===== src/sv/ssm_pkg.sv =====
`default_nettype none
package ssm_pkg;

   localparam int VALUE_W = 32;
   localparam int OP_W    = 2;
   localparam int MODE_W  = 2;
   localparam int CSR_W   = 32;
   localparam int ADDR_W  = 1;

   // input item codes
   localparam logic [OP_W-1:0] OP_LOAD_FIRST  = 2'd0;
   localparam logic [OP_W-1:0] OP_LOAD_SECOND = 2'd1;
   localparam logic [OP_W-1:0] OP_RUN         = 2'd2;

   // set_operation codes
   localparam logic [MODE_W-1:0] MODE_UNION     = 2'd0;
   localparam logic [MODE_W-1:0] MODE_INTERSECT = 2'd1;
   localparam logic [MODE_W-1:0] MODE_DIFF      = 2'd2;

   // register byte addresses
   localparam logic [ADDR_W-1:0] CSR_ADDR_SET_OPERATION = 1'd0;

   typedef struct packed {
      logic load_a;
      logic load_b;
      logic start;
      logic step;
      logic finish;
   } ssm_cmd_type;

   typedef struct packed {
      logic done;
      logic out_free;
   } ssm_stat_type;

endpackage
`default_nettype wire


===== src/sv/ssm_req_if.sv =====
`default_nettype none
interface ssm_req_if;
   logic                             valid;
   logic                             ready;
   logic [ssm_pkg::OP_W-1:0]         op;
   logic signed [ssm_pkg::VALUE_W-1:0] value;

   modport source (output valid, output op, output value, input ready);
   modport sink   (input valid, input op, input value, output ready);
endinterface
`default_nettype wire


===== src/sv/ssm_rsp_if.sv =====
`default_nettype none
interface ssm_rsp_if;
   logic                               valid;
   logic                               ready;
   logic signed [ssm_pkg::VALUE_W-1:0] element;
   logic                               last;
   logic                               empty_res;
   logic                               overflow;

   modport source (output valid, output element, output last, output empty_res,
                   output overflow, input ready);
   modport sink   (input valid, input element, input last, input empty_res,
                   input overflow, output ready);
endinterface
`default_nettype wire


===== src/sv/ssm_ctrl.sv =====
`default_nettype none
module ssm_ctrl (
   input  wire                       clock,
   input  wire                       reset,
   input  wire                       req_valid,
   input  wire [ssm_pkg::OP_W-1:0]   req_op,
   output logic                      req_ready,
   input  ssm_pkg::ssm_stat_type     stat,
   output ssm_pkg::ssm_cmd_type      cmd
);
   import ssm_pkg::*;

   localparam logic ST_IDLE  = 1'b0;
   localparam logic ST_MERGE = 1'b1;

   logic state_ff;
   logic state_in;
   logic accept;

   assign req_ready = (state_ff == ST_IDLE);
   assign accept    = req_valid && req_ready;

   always_comb begin
      state_in = state_ff;
      cmd      = '0;
      unique case (state_ff)
         ST_IDLE: begin
            if (accept) begin
               unique case (req_op)
                  OP_LOAD_FIRST:  cmd.load_a = 1'b1;
                  OP_LOAD_SECOND: cmd.load_b = 1'b1;
                  OP_RUN: begin
                     cmd.start = 1'b1;
                     state_in  = ST_MERGE;
                  end
                  default: ;
               endcase
            end
         end
         ST_MERGE: begin
            // one merge step or the closing push per free output slot
            if (stat.out_free) begin
               if (stat.done) begin
                  cmd.finish = 1'b1;
                  state_in   = ST_IDLE;
               end else begin
                  cmd.step = 1'b1;
               end
            end
         end
         default: state_in = ST_IDLE;
      endcase
   end

   always_ff @(posedge clock) begin
      if (reset) begin
         state_ff <= ST_IDLE;
      end else begin
         state_ff <= state_in;
      end
   end

endmodule
`default_nettype wire


===== src/sv/ssm_dp.sv =====
`default_nettype none
module ssm_dp #(
   parameter int SET_DEPTH = 16
) (
   input  wire                                clock,
   input  wire                                reset,
   input  ssm_pkg::ssm_cmd_type               cmd,
   output ssm_pkg::ssm_stat_type              stat,
   input  wire [ssm_pkg::MODE_W-1:0]          mode,
   input  wire signed [ssm_pkg::VALUE_W-1:0]  load_value,
   output logic                               rsp_valid,
   input  wire                                rsp_ready,
   output logic signed [ssm_pkg::VALUE_W-1:0] rsp_element,
   output logic                               rsp_last,
   output logic                               rsp_empty_res,
   output logic                               rsp_overflow
);
   import ssm_pkg::*;

   localparam int CNT_W = $clog2(SET_DEPTH + 1);
   localparam int IDX_W = (SET_DEPTH > 1) ? $clog2(SET_DEPTH) : 1;
   localparam logic [CNT_W-1:0] DEPTH_C = CNT_W'(SET_DEPTH);
   localparam logic [CNT_W-1:0] ONE_C   = CNT_W'(1);

   logic [VALUE_W-1:0] first_mem  [SET_DEPTH];
   logic [VALUE_W-1:0] second_mem [SET_DEPTH];

   logic [CNT_W-1:0]   cnt_a_ff, cnt_a_in, cnt_b_ff, cnt_b_in;
   logic [CNT_W-1:0]   ptr_a_ff, ptr_a_in, ptr_b_ff, ptr_b_in;
   logic signed [VALUE_W-1:0] head_a_ff, head_b_ff;
   logic               dropped_ff, dropped_in;
   logic signed [VALUE_W-1:0] pend_ff, pend_in;
   logic               pend_valid_ff, pend_valid_in;
   logic               out_valid_ff, out_valid_in;
   logic signed [VALUE_W-1:0] out_elem_ff, out_elem_in;
   logic               out_last_ff, out_last_in, out_empty_ff, out_empty_in;
   logic               out_ovf_ff, out_ovf_in;

   logic a_ok, b_ok, take_a, take_b, take_eq, emit;
   logic full_a, full_b;

   assign full_a = (cnt_a_ff >= DEPTH_C);
   assign full_b = (cnt_b_ff >= DEPTH_C);

   // merge step: exhausted side counts as larger than anything
   always_comb begin
      a_ok    = ptr_a_ff < cnt_a_ff;
      b_ok    = ptr_b_ff < cnt_b_ff;
      take_a  = a_ok && (!b_ok || (head_a_ff < head_b_ff));
      take_b  = !take_a && b_ok && (!a_ok || (head_b_ff < head_a_ff));
      take_eq = !take_a && !take_b;
      case (mode)
         MODE_UNION:     emit = 1'b1;
         MODE_INTERSECT: emit = take_eq;
         MODE_DIFF:      emit = take_a;
         default:        emit = 1'b0;
      endcase
   end

   assign stat.done     = !a_ok && !b_ok;
   assign stat.out_free = !out_valid_ff || rsp_ready;

   always_comb begin
      cnt_a_in      = cnt_a_ff;
      cnt_b_in      = cnt_b_ff;
      ptr_a_in      = ptr_a_ff;
      ptr_b_in      = ptr_b_ff;
      dropped_in    = dropped_ff;
      pend_in       = pend_ff;
      pend_valid_in = pend_valid_ff;
      out_valid_in  = out_valid_ff && !rsp_ready;
      out_elem_in   = out_elem_ff;
      out_last_in   = out_last_ff;
      out_empty_in  = out_empty_ff;
      out_ovf_in    = out_ovf_ff;

      if (cmd.load_a) begin
         if (full_a) dropped_in = 1'b1;
         else        cnt_a_in   = cnt_a_ff + ONE_C;
      end
      if (cmd.load_b) begin
         if (full_b) dropped_in = 1'b1;
         else        cnt_b_in   = cnt_b_ff + ONE_C;
      end
      if (cmd.start) begin
         ptr_a_in      = '0;
         ptr_b_in      = '0;
         pend_valid_in = 1'b0;
      end
      if (cmd.step) begin
         if (take_a || take_eq) ptr_a_in = ptr_a_ff + ONE_C;
         if (take_b || take_eq) ptr_b_in = ptr_b_ff + ONE_C;
         if (emit) begin
            // hold one element back so the final one can carry last
            if (pend_valid_ff) begin
               out_valid_in = 1'b1;
               out_elem_in  = pend_ff;
               out_last_in  = 1'b0;
               out_empty_in = 1'b0;
               out_ovf_in   = dropped_ff;
            end
            pend_in       = take_b ? head_b_ff : head_a_ff;
            pend_valid_in = 1'b1;
         end
      end
      if (cmd.finish) begin
         out_valid_in  = 1'b1;
         out_elem_in   = pend_valid_ff ? pend_ff : '0;
         out_last_in   = 1'b1;
         out_empty_in  = !pend_valid_ff;
         out_ovf_in    = dropped_ff;
         pend_valid_in = 1'b0;
         cnt_a_in      = '0;
         cnt_b_in      = '0;
      end
   end

   // set stores, read data registered at the next pointer
   always_ff @(posedge clock) begin
      if (cmd.load_a && !full_a) first_mem[cnt_a_ff[IDX_W-1:0]] <= load_value;
      if (cmd.load_b && !full_b) second_mem[cnt_b_ff[IDX_W-1:0]] <= load_value;
      head_a_ff <= first_mem[ptr_a_in[IDX_W-1:0]];
      head_b_ff <= second_mem[ptr_b_in[IDX_W-1:0]];
   end

   always_ff @(posedge clock) begin
      if (reset) begin
         cnt_a_ff      <= '0;
         cnt_b_ff      <= '0;
         ptr_a_ff      <= '0;
         ptr_b_ff      <= '0;
         dropped_ff    <= 1'b0;
         pend_valid_ff <= 1'b0;
         out_valid_ff  <= 1'b0;
      end else begin
         cnt_a_ff      <= cnt_a_in;
         cnt_b_ff      <= cnt_b_in;
         ptr_a_ff      <= ptr_a_in;
         ptr_b_ff      <= ptr_b_in;
         dropped_ff    <= dropped_in;
         pend_valid_ff <= pend_valid_in;
         out_valid_ff  <= out_valid_in;
      end
   end

   always_ff @(posedge clock) begin
      pend_ff      <= pend_in;
      out_elem_ff  <= out_elem_in;
      out_last_ff  <= out_last_in;
      out_empty_ff <= out_empty_in;
      out_ovf_ff   <= out_ovf_in;
   end

   assign rsp_valid     = out_valid_ff;
   assign rsp_element   = out_elem_ff;
   assign rsp_last      = out_last_ff;
   assign rsp_empty_res = out_empty_ff;
   assign rsp_overflow  = out_ovf_ff;

endmodule
`default_nettype wire


===== src/sv/sorted_set_merge_ops.sv =====
`default_nettype none
// sorted set merge unit
// req_chan: op 0 loads value into the first set, op 1 into the second set,
//    op 2 runs the merge selected by the set_operation register
//    (0 union, 1 intersection, 2 first minus second); op 3 is ignored
// rsp_chan: the run's answer in ascending order, last on the final transfer;
//    an empty answer is one transfer with empty_res set and element 0;
//    overflow is sticky and reports loads dropped into a full set
// csr: APB-style, set_operation at byte address 0, write only while idle
// loads are accepted back to back while no run is in progress
// a run does one merge step per cycle while the output slot is free, up to
//    na + nb steps, then the closing transfer; the step loop over the two
//    store read ports sets that rate; new items wait until the run has
//    pushed its last transfer into the output register
// a stalled receiver holds the merge: a step waits for a free output slot
// reset empties both sets, clears overflow and set_operation and drops any
//    transfer in flight
module sorted_set_merge_ops #(
   parameter int SET_DEPTH = 16
) (
   input  wire                           clock,
   input  wire                           reset,
   ssm_req_if.sink                       req_chan,
   ssm_rsp_if.source                     rsp_chan,
   input  wire                           csr_psel,
   input  wire                           csr_penable,
   input  wire                           csr_pwrite,
   input  wire [ssm_pkg::ADDR_W-1:0]     csr_paddr,
   input  wire [ssm_pkg::CSR_W-1:0]      csr_pwdata,
   output logic [ssm_pkg::CSR_W-1:0]     csr_prdata,
   output logic                          csr_pready
);
   import ssm_pkg::*;

   logic [MODE_W-1:0] mode_ff;
   logic [MODE_W-1:0] mode_in;
   logic              csr_write;
   ssm_cmd_type       cmd;
   ssm_stat_type      stat;

   // register port, always ready
   assign csr_pready = 1'b1;
   assign csr_write  = csr_psel && csr_penable && csr_pwrite && csr_pready;

   always_comb begin
      mode_in = mode_ff;
      if (csr_write && (csr_paddr == CSR_ADDR_SET_OPERATION)) begin
         mode_in = csr_pwdata[MODE_W-1:0];
      end
   end

   always_comb begin
      csr_prdata = '0;
      if (csr_paddr == CSR_ADDR_SET_OPERATION) begin
         csr_prdata = {{(CSR_W-MODE_W){1'b0}}, mode_ff};
      end
   end

   always_ff @(posedge clock) begin
      if (reset) begin
         mode_ff <= MODE_UNION;
      end else begin
         mode_ff <= mode_in;
      end
   end

   // sequencer: load decode, step pacing, closing transfer
   ssm_ctrl u_ctrl (
      .clock     (clock),
      .reset     (reset),
      .req_valid (req_chan.valid),
      .req_op    (req_chan.op),
      .req_ready (req_chan.ready),
      .stat      (stat),
      .cmd       (cmd)
   );

   // set stores, pointers, compare and output register
   ssm_dp #(
      .SET_DEPTH (SET_DEPTH)
   ) u_dp (
      .clock         (clock),
      .reset         (reset),
      .cmd           (cmd),
      .stat          (stat),
      .mode          (mode_ff),
      .load_value    (req_chan.value),
      .rsp_valid     (rsp_chan.valid),
      .rsp_ready     (rsp_chan.ready),
      .rsp_element   (rsp_chan.element),
      .rsp_last      (rsp_chan.last),
      .rsp_empty_res (rsp_chan.empty_res),
      .rsp_overflow  (rsp_chan.overflow)
   );

endmodule
`default_nettype wire


===== src/flat_wrapper.sv =====
// flat-port wrapper written by rule: the top's interface ports become plain ports
module sorted_set_merge_ops_flat import ssm_pkg::*;
#(
   parameter int SET_DEPTH = 16
)
  (clock, reset, csr_psel, csr_penable, csr_pwrite, csr_paddr, csr_pwdata, csr_prdata, csr_pready, req_chan_valid, req_chan_op, req_chan_value, req_chan_ready, rsp_chan_valid, rsp_chan_element, rsp_chan_last, rsp_chan_empty_res, rsp_chan_overflow, rsp_chan_ready);
  ssm_req_if req_chan_i ();
  ssm_rsp_if rsp_chan_i ();
  input  wire clock;
  input  wire reset;
  input  wire csr_psel;
  input  wire csr_penable;
  input  wire csr_pwrite;
  input  wire [ssm_pkg::ADDR_W-1:0] csr_paddr;
  input  wire [ssm_pkg::CSR_W-1:0] csr_pwdata;
  output logic [ssm_pkg::CSR_W-1:0] csr_prdata;
  output logic csr_pready;
  input wire logic [$bits(req_chan_i.valid)-1:0] req_chan_valid;
  input wire logic [$bits(req_chan_i.op)-1:0] req_chan_op;
  input wire logic [$bits(req_chan_i.value)-1:0] req_chan_value;
  output wire logic [$bits(req_chan_i.ready)-1:0] req_chan_ready;
  output wire logic [$bits(rsp_chan_i.valid)-1:0] rsp_chan_valid;
  output wire logic [$bits(rsp_chan_i.element)-1:0] rsp_chan_element;
  output wire logic [$bits(rsp_chan_i.last)-1:0] rsp_chan_last;
  output wire logic [$bits(rsp_chan_i.empty_res)-1:0] rsp_chan_empty_res;
  output wire logic [$bits(rsp_chan_i.overflow)-1:0] rsp_chan_overflow;
  input wire logic [$bits(rsp_chan_i.ready)-1:0] rsp_chan_ready;
  assign req_chan_i.valid = req_chan_valid;
  assign req_chan_i.op = req_chan_op;
  assign req_chan_i.value = req_chan_value;
  assign req_chan_ready = req_chan_i.ready;
  assign rsp_chan_valid = rsp_chan_i.valid;
  assign rsp_chan_element = rsp_chan_i.element;
  assign rsp_chan_last = rsp_chan_i.last;
  assign rsp_chan_empty_res = rsp_chan_i.empty_res;
  assign rsp_chan_overflow = rsp_chan_i.overflow;
  assign rsp_chan_i.ready = rsp_chan_ready;
  sorted_set_merge_ops #(.SET_DEPTH(SET_DEPTH)) u_core (.clock(clock), .reset(reset), .req_chan(req_chan_i), .rsp_chan(rsp_chan_i), .csr_psel(csr_psel), .csr_penable(csr_penable), .csr_pwrite(csr_pwrite), .csr_paddr(csr_paddr), .csr_pwdata(csr_pwdata), .csr_prdata(csr_prdata), .csr_pready(csr_pready));
endmodule

===== config.mk =====
export PLATFORM = sky130hd
export DESIGN_NAME = sorted_set_merge_ops_flat
export DESIGN_NICKNAME = d
export VERILOG_FILES = /design/src/sv/ssm_pkg.sv /design/src/sv/ssm_req_if.sv /design/src/sv/ssm_rsp_if.sv /design/src/sv/ssm_ctrl.sv /design/src/sv/ssm_dp.sv /design/src/sv/sorted_set_merge_ops.sv /design/src/flat_wrapper.sv
export SDC_FILE = /design/constraint.sdc
export NUM_CORES = 1
export LEC_CHECK = 0
export BUFFER_PORTS_ARGS = -buffer_cell sky130_fd_sc_hd__buf_2
export CAP_MARGIN = 20
export CORE_MARGIN = 2
export CORE_UTILIZATION = 40
export DETAILED_ROUTE_END_ITERATION = 10
export PLACE_DENSITY = 0.66
export SLEW_MARGIN = 10
export SYNTH_ARGS = -nofsm -noshare
export SYNTH_HDL_FRONTEND = slang
export SYNTH_SLANG_ARGS = --single-unit
export TNS_END_PERCENT = 30

===== constraint.sdc =====
create_clock -name clock -period 6.9 [get_ports clock]
set_clock_uncertainty 0.2 [all_clocks]
set_input_delay 0 -clock clock [delete_from_list [all_inputs] [get_ports clock]]
set_output_delay 0 -clock clock [all_outputs]
set_load 0.05 [all_outputs]

==> impl_metrics.tcl <==
set metrics [dict create \
    status "finished, final reports clean" \
    drive_above_1_share_pct 18.8 \
    coreArea_sq_um 116000 \
    cts_setup_buffers 0 \
    setup_viol 0 \
    grt.total_usage_pct 17.9 \
    cts_resized 0 \
    grt_pass1_wl_um 160000 \
    antenna_found_initial 2 \
    clock-sinks 1181 \
    tns_ns 0 \
    fin_crit_ns 5.36 \
    clk_latency_ns 0.71 \
    fillers 9789 \
    critPathTopFamily "simple AND/OR/NAND/NOR gates" \
    drcViolationCount 0 \
    synth_area_leaders "edfxtp_1 (70%), mux2i_1 (8.3%), mux2_2 (4.1%)" \
    r2r_slack_ns 1.54 \
    rsz0062_at_grt "false" \
    cp_max_fo 29 \
    crit_path_frequent_cell "buf_4" \
    dpl_worst_slack_ns 1.61 \
    drt_wl_total_um 109000 \
    synth-async-reset-ratio_pct 0 \
    syn_area_sq_um 46900 \
    root_buffer "clkbuf_16" \
    hold_violations 0 \
    io_pins 144 \
    firstDrtPassIters 5 \
    ys_seq_area_share_pct 73.7 \
    die_y_um 346 \
    arrival_ns 5.78 \
    tightest_slew_ns 1.12 \
    ir_drop_v 0.000224 \
    synth_area_leader_cell "edfxtp_1" \
    timing_max_transition_violations_final 0 \
    vias 24911 \
    cpPeakStageDelay_ns 0.86 \
    hold_class "in -> reg" \
    drt_iter0_markers 2536 \
    avgSynthCellArea_sq_um 17.0 \
    cts_tree "done" \
    first_global_vias 24300 \
    finalNonFillerCells 4555 \
    seq_area_sq_um 34600 \
    crit_slowest_cell "nor3b_4" \
    placementRows 125 \
    cts_buffer_depth 3 \
    dp_hpwl_um 60400 \
    crit_path_start_kind "flip-flop" \
    syn_to_final_growth_pct 14.7 \
    power_density_nw_per_um2 275 \
    max_cap_viol_count 0 \
    grt_start_max_net_pins 129 \
    gp_routability_congestion 0.821 \
    timing.max_slew.rel_slack_pct 24.1 \
    start_util_pct 40.4 \
    critPathKind "reg -> reg" \
    ys_ff_latch 1181 \
    wire_per_inst_um 24.0 \
    nets 3054 \
    netlist-cell-type-count 74 \
    htreeDepth 3 \
    postSynthCellCount 2766 \
    synth_top_area_share_pct 69.8 \
    end_kind "flip-flop" \
    fmax_ghz 0.187 \
    grt_overflow_total 0 \
    path_cells "inv_1 -> ha_1 -> nand4_1 -> nor3_1 -> a21boi_1 -> o31a_1 -> o21a_1 -> a21oi_4 -> a22oi_4 -> buf_4 -> nor3b_4 -> buf_4 -> a22o_1 -> or4_1" \
    finalCritPeriodShare_pct 77.6 \
    antenna_cells 0 \
    layout_common_cells "edfxtp_1 (1090), mux2i_1 (389), mux2_2 (171)" \
    synth_ff_type "edfxtp_1" \
    power.static_leakage_nw 18.1 \
    path_buf_inv 3 \
    dieArea_sq_um 120000 \
    chipWidth_um 346 \
    drtAntennaViolNets 0 \
    routed_via_density 5.47 \
    io_buffer_count 82 \
    synth-edff-count 1090 \
    dpl.cell_count 4290 \
    setup_ws_ns 1.54 \
    clk_pin_slew_ns 0.07 \
    cts_made_buffers 114 \
    hold_ws_ns 0.0514 \
    ys_warn_count 0 \
    multi_input_area_sq_um 11700 \
    required_ns 7.32 \
    final_common_cell "edfxtp_1" \
]
-- registers in the layout (all words and copies together), names as in the netlist, 2 cells and up --
register and count:
u_core.u_dp.first_mem 512, u_core.u_dp.second_mem 512, u_core.u_dp.head_a_ff 32, u_core.u_dp.head_b_ff 32, u_core.u_dp.pend_ff 32, u_core.u_dp.rsp_element 32
u_core.u_dp.cnt_a_ff 5, u_core.u_dp.cnt_b_ff 5, u_core.u_dp.ptr_a_ff 5, u_core.u_dp.ptr_b_ff 5, u_core.mode_ff 2
-- cells by family (layout without fill, tap and decap cells) --
| group | after synthesis | after routing | share of synthesized area, % |
|---|---|---|---|
| mux | 585 | 585 | 13.0 |
| compound gates | 305 | 305 | 4.79 |
| flops | 1181 | 1181 | 73.7 |
| simple gates | 406 | 406 | 4.62 |
| buf+inv | 230 | 466 | 2.45 |
| xor+xnor | 7 | 7 | 0.131 |
| other cells | 2 | 31 | 0.0160 |
| fa+ha+maj | 50 | 50 | 1.33 |
-- worst min-delay path, cell delays in order --
cell	delay (ns)
dlygate4sd3_1	0.53
buf_2	0.24
nor2_1	0.13
-- final timing paths --
kind,start,end,cells after the start
hold reg to reg,u_core.u_dp.dropped_ff,u_core.u_dp.rsp_overflow,0
hold / removal,reset,u_core.u_dp.dropped_ff,3
setup / recovery,u_core.u_dp.head_a_ff[14],u_core.u_dp.head_b_ff[1],14
setup reg to reg,u_core.u_dp.head_a_ff[14],u_core.u_dp.head_b_ff[1],14
-- per-layer routing --
metal	up-vias	wire length (um)	GRT usage (%)
met5	-	0	0
met4	0	2970	5.45
met3	184	6410	2.69
met2	826	50000	28.1
met1	12749	50000	25.6
li1	11152	-	-
-- synthesized netlist by cell type (all sizes together), types with 7 or more instances --
| cell type | number |
|---|---|
| a22o | 65 |
| nand2 | 67 |
| nor2 | 67 |
| ha | 50 |
| o221ai | 32 |
| a21oi | 21 |
| dfxtp | 91 |
| nand4 | 43 |
| or4 | 32 |
| clkbuf | 56 |
| mux2i | 390 |
| nor3 | 20 |
| a31oi | 40 |
| buf | 123 |
| edfxtp | 1090 |
| nand2b | 7 |
| nor2b | 37 |
| inv | 51 |
| o22ai | 64 |
| o21ai | 38 |
| nand3 | 110 |
| mux2 | 195 |
-- cell type report --
cell class	count	area share, %
clock buffer	172	6.21
multi-input combinational	1384	21.7
inverter	51	0.356
sequential	1181	64.2
tap	1524	3.54
timing repair buffer	198	2.74
clock inverter	45	1.23
-- per-stage QoR --
stage / cell area [sq um] / total power [mW] / utilization [%]
final: 53800 / 14.8 / 46.3
after global routing: 53800 / 15.2 / 46.3
after CTS: 53800 / 14.9 / 46.3
after detailed placement: 49300 / 8.44 / 42.4
after global placement: 49300 / 8.43 / 42.4
after floorplan: 47000 / 8.27 / -
-- repair_timing --
action | 4_1_cts | 5_1_grt
hold endpoints to repair | 1062 | 0
hold buffers | 48 | 0
setup endpoints to repair | 0 | 0
-- report_power, final --
group | switching (mW) | internal (mW) | total (mW)
Clock | 2.66 | 3.84 | 6.51
Sequential | 0.0180 | 7.85 | 7.87
Combinational | 0.309 | 0.129 | 0.438
No activity file was read; power rests on OpenSTA's default activity.
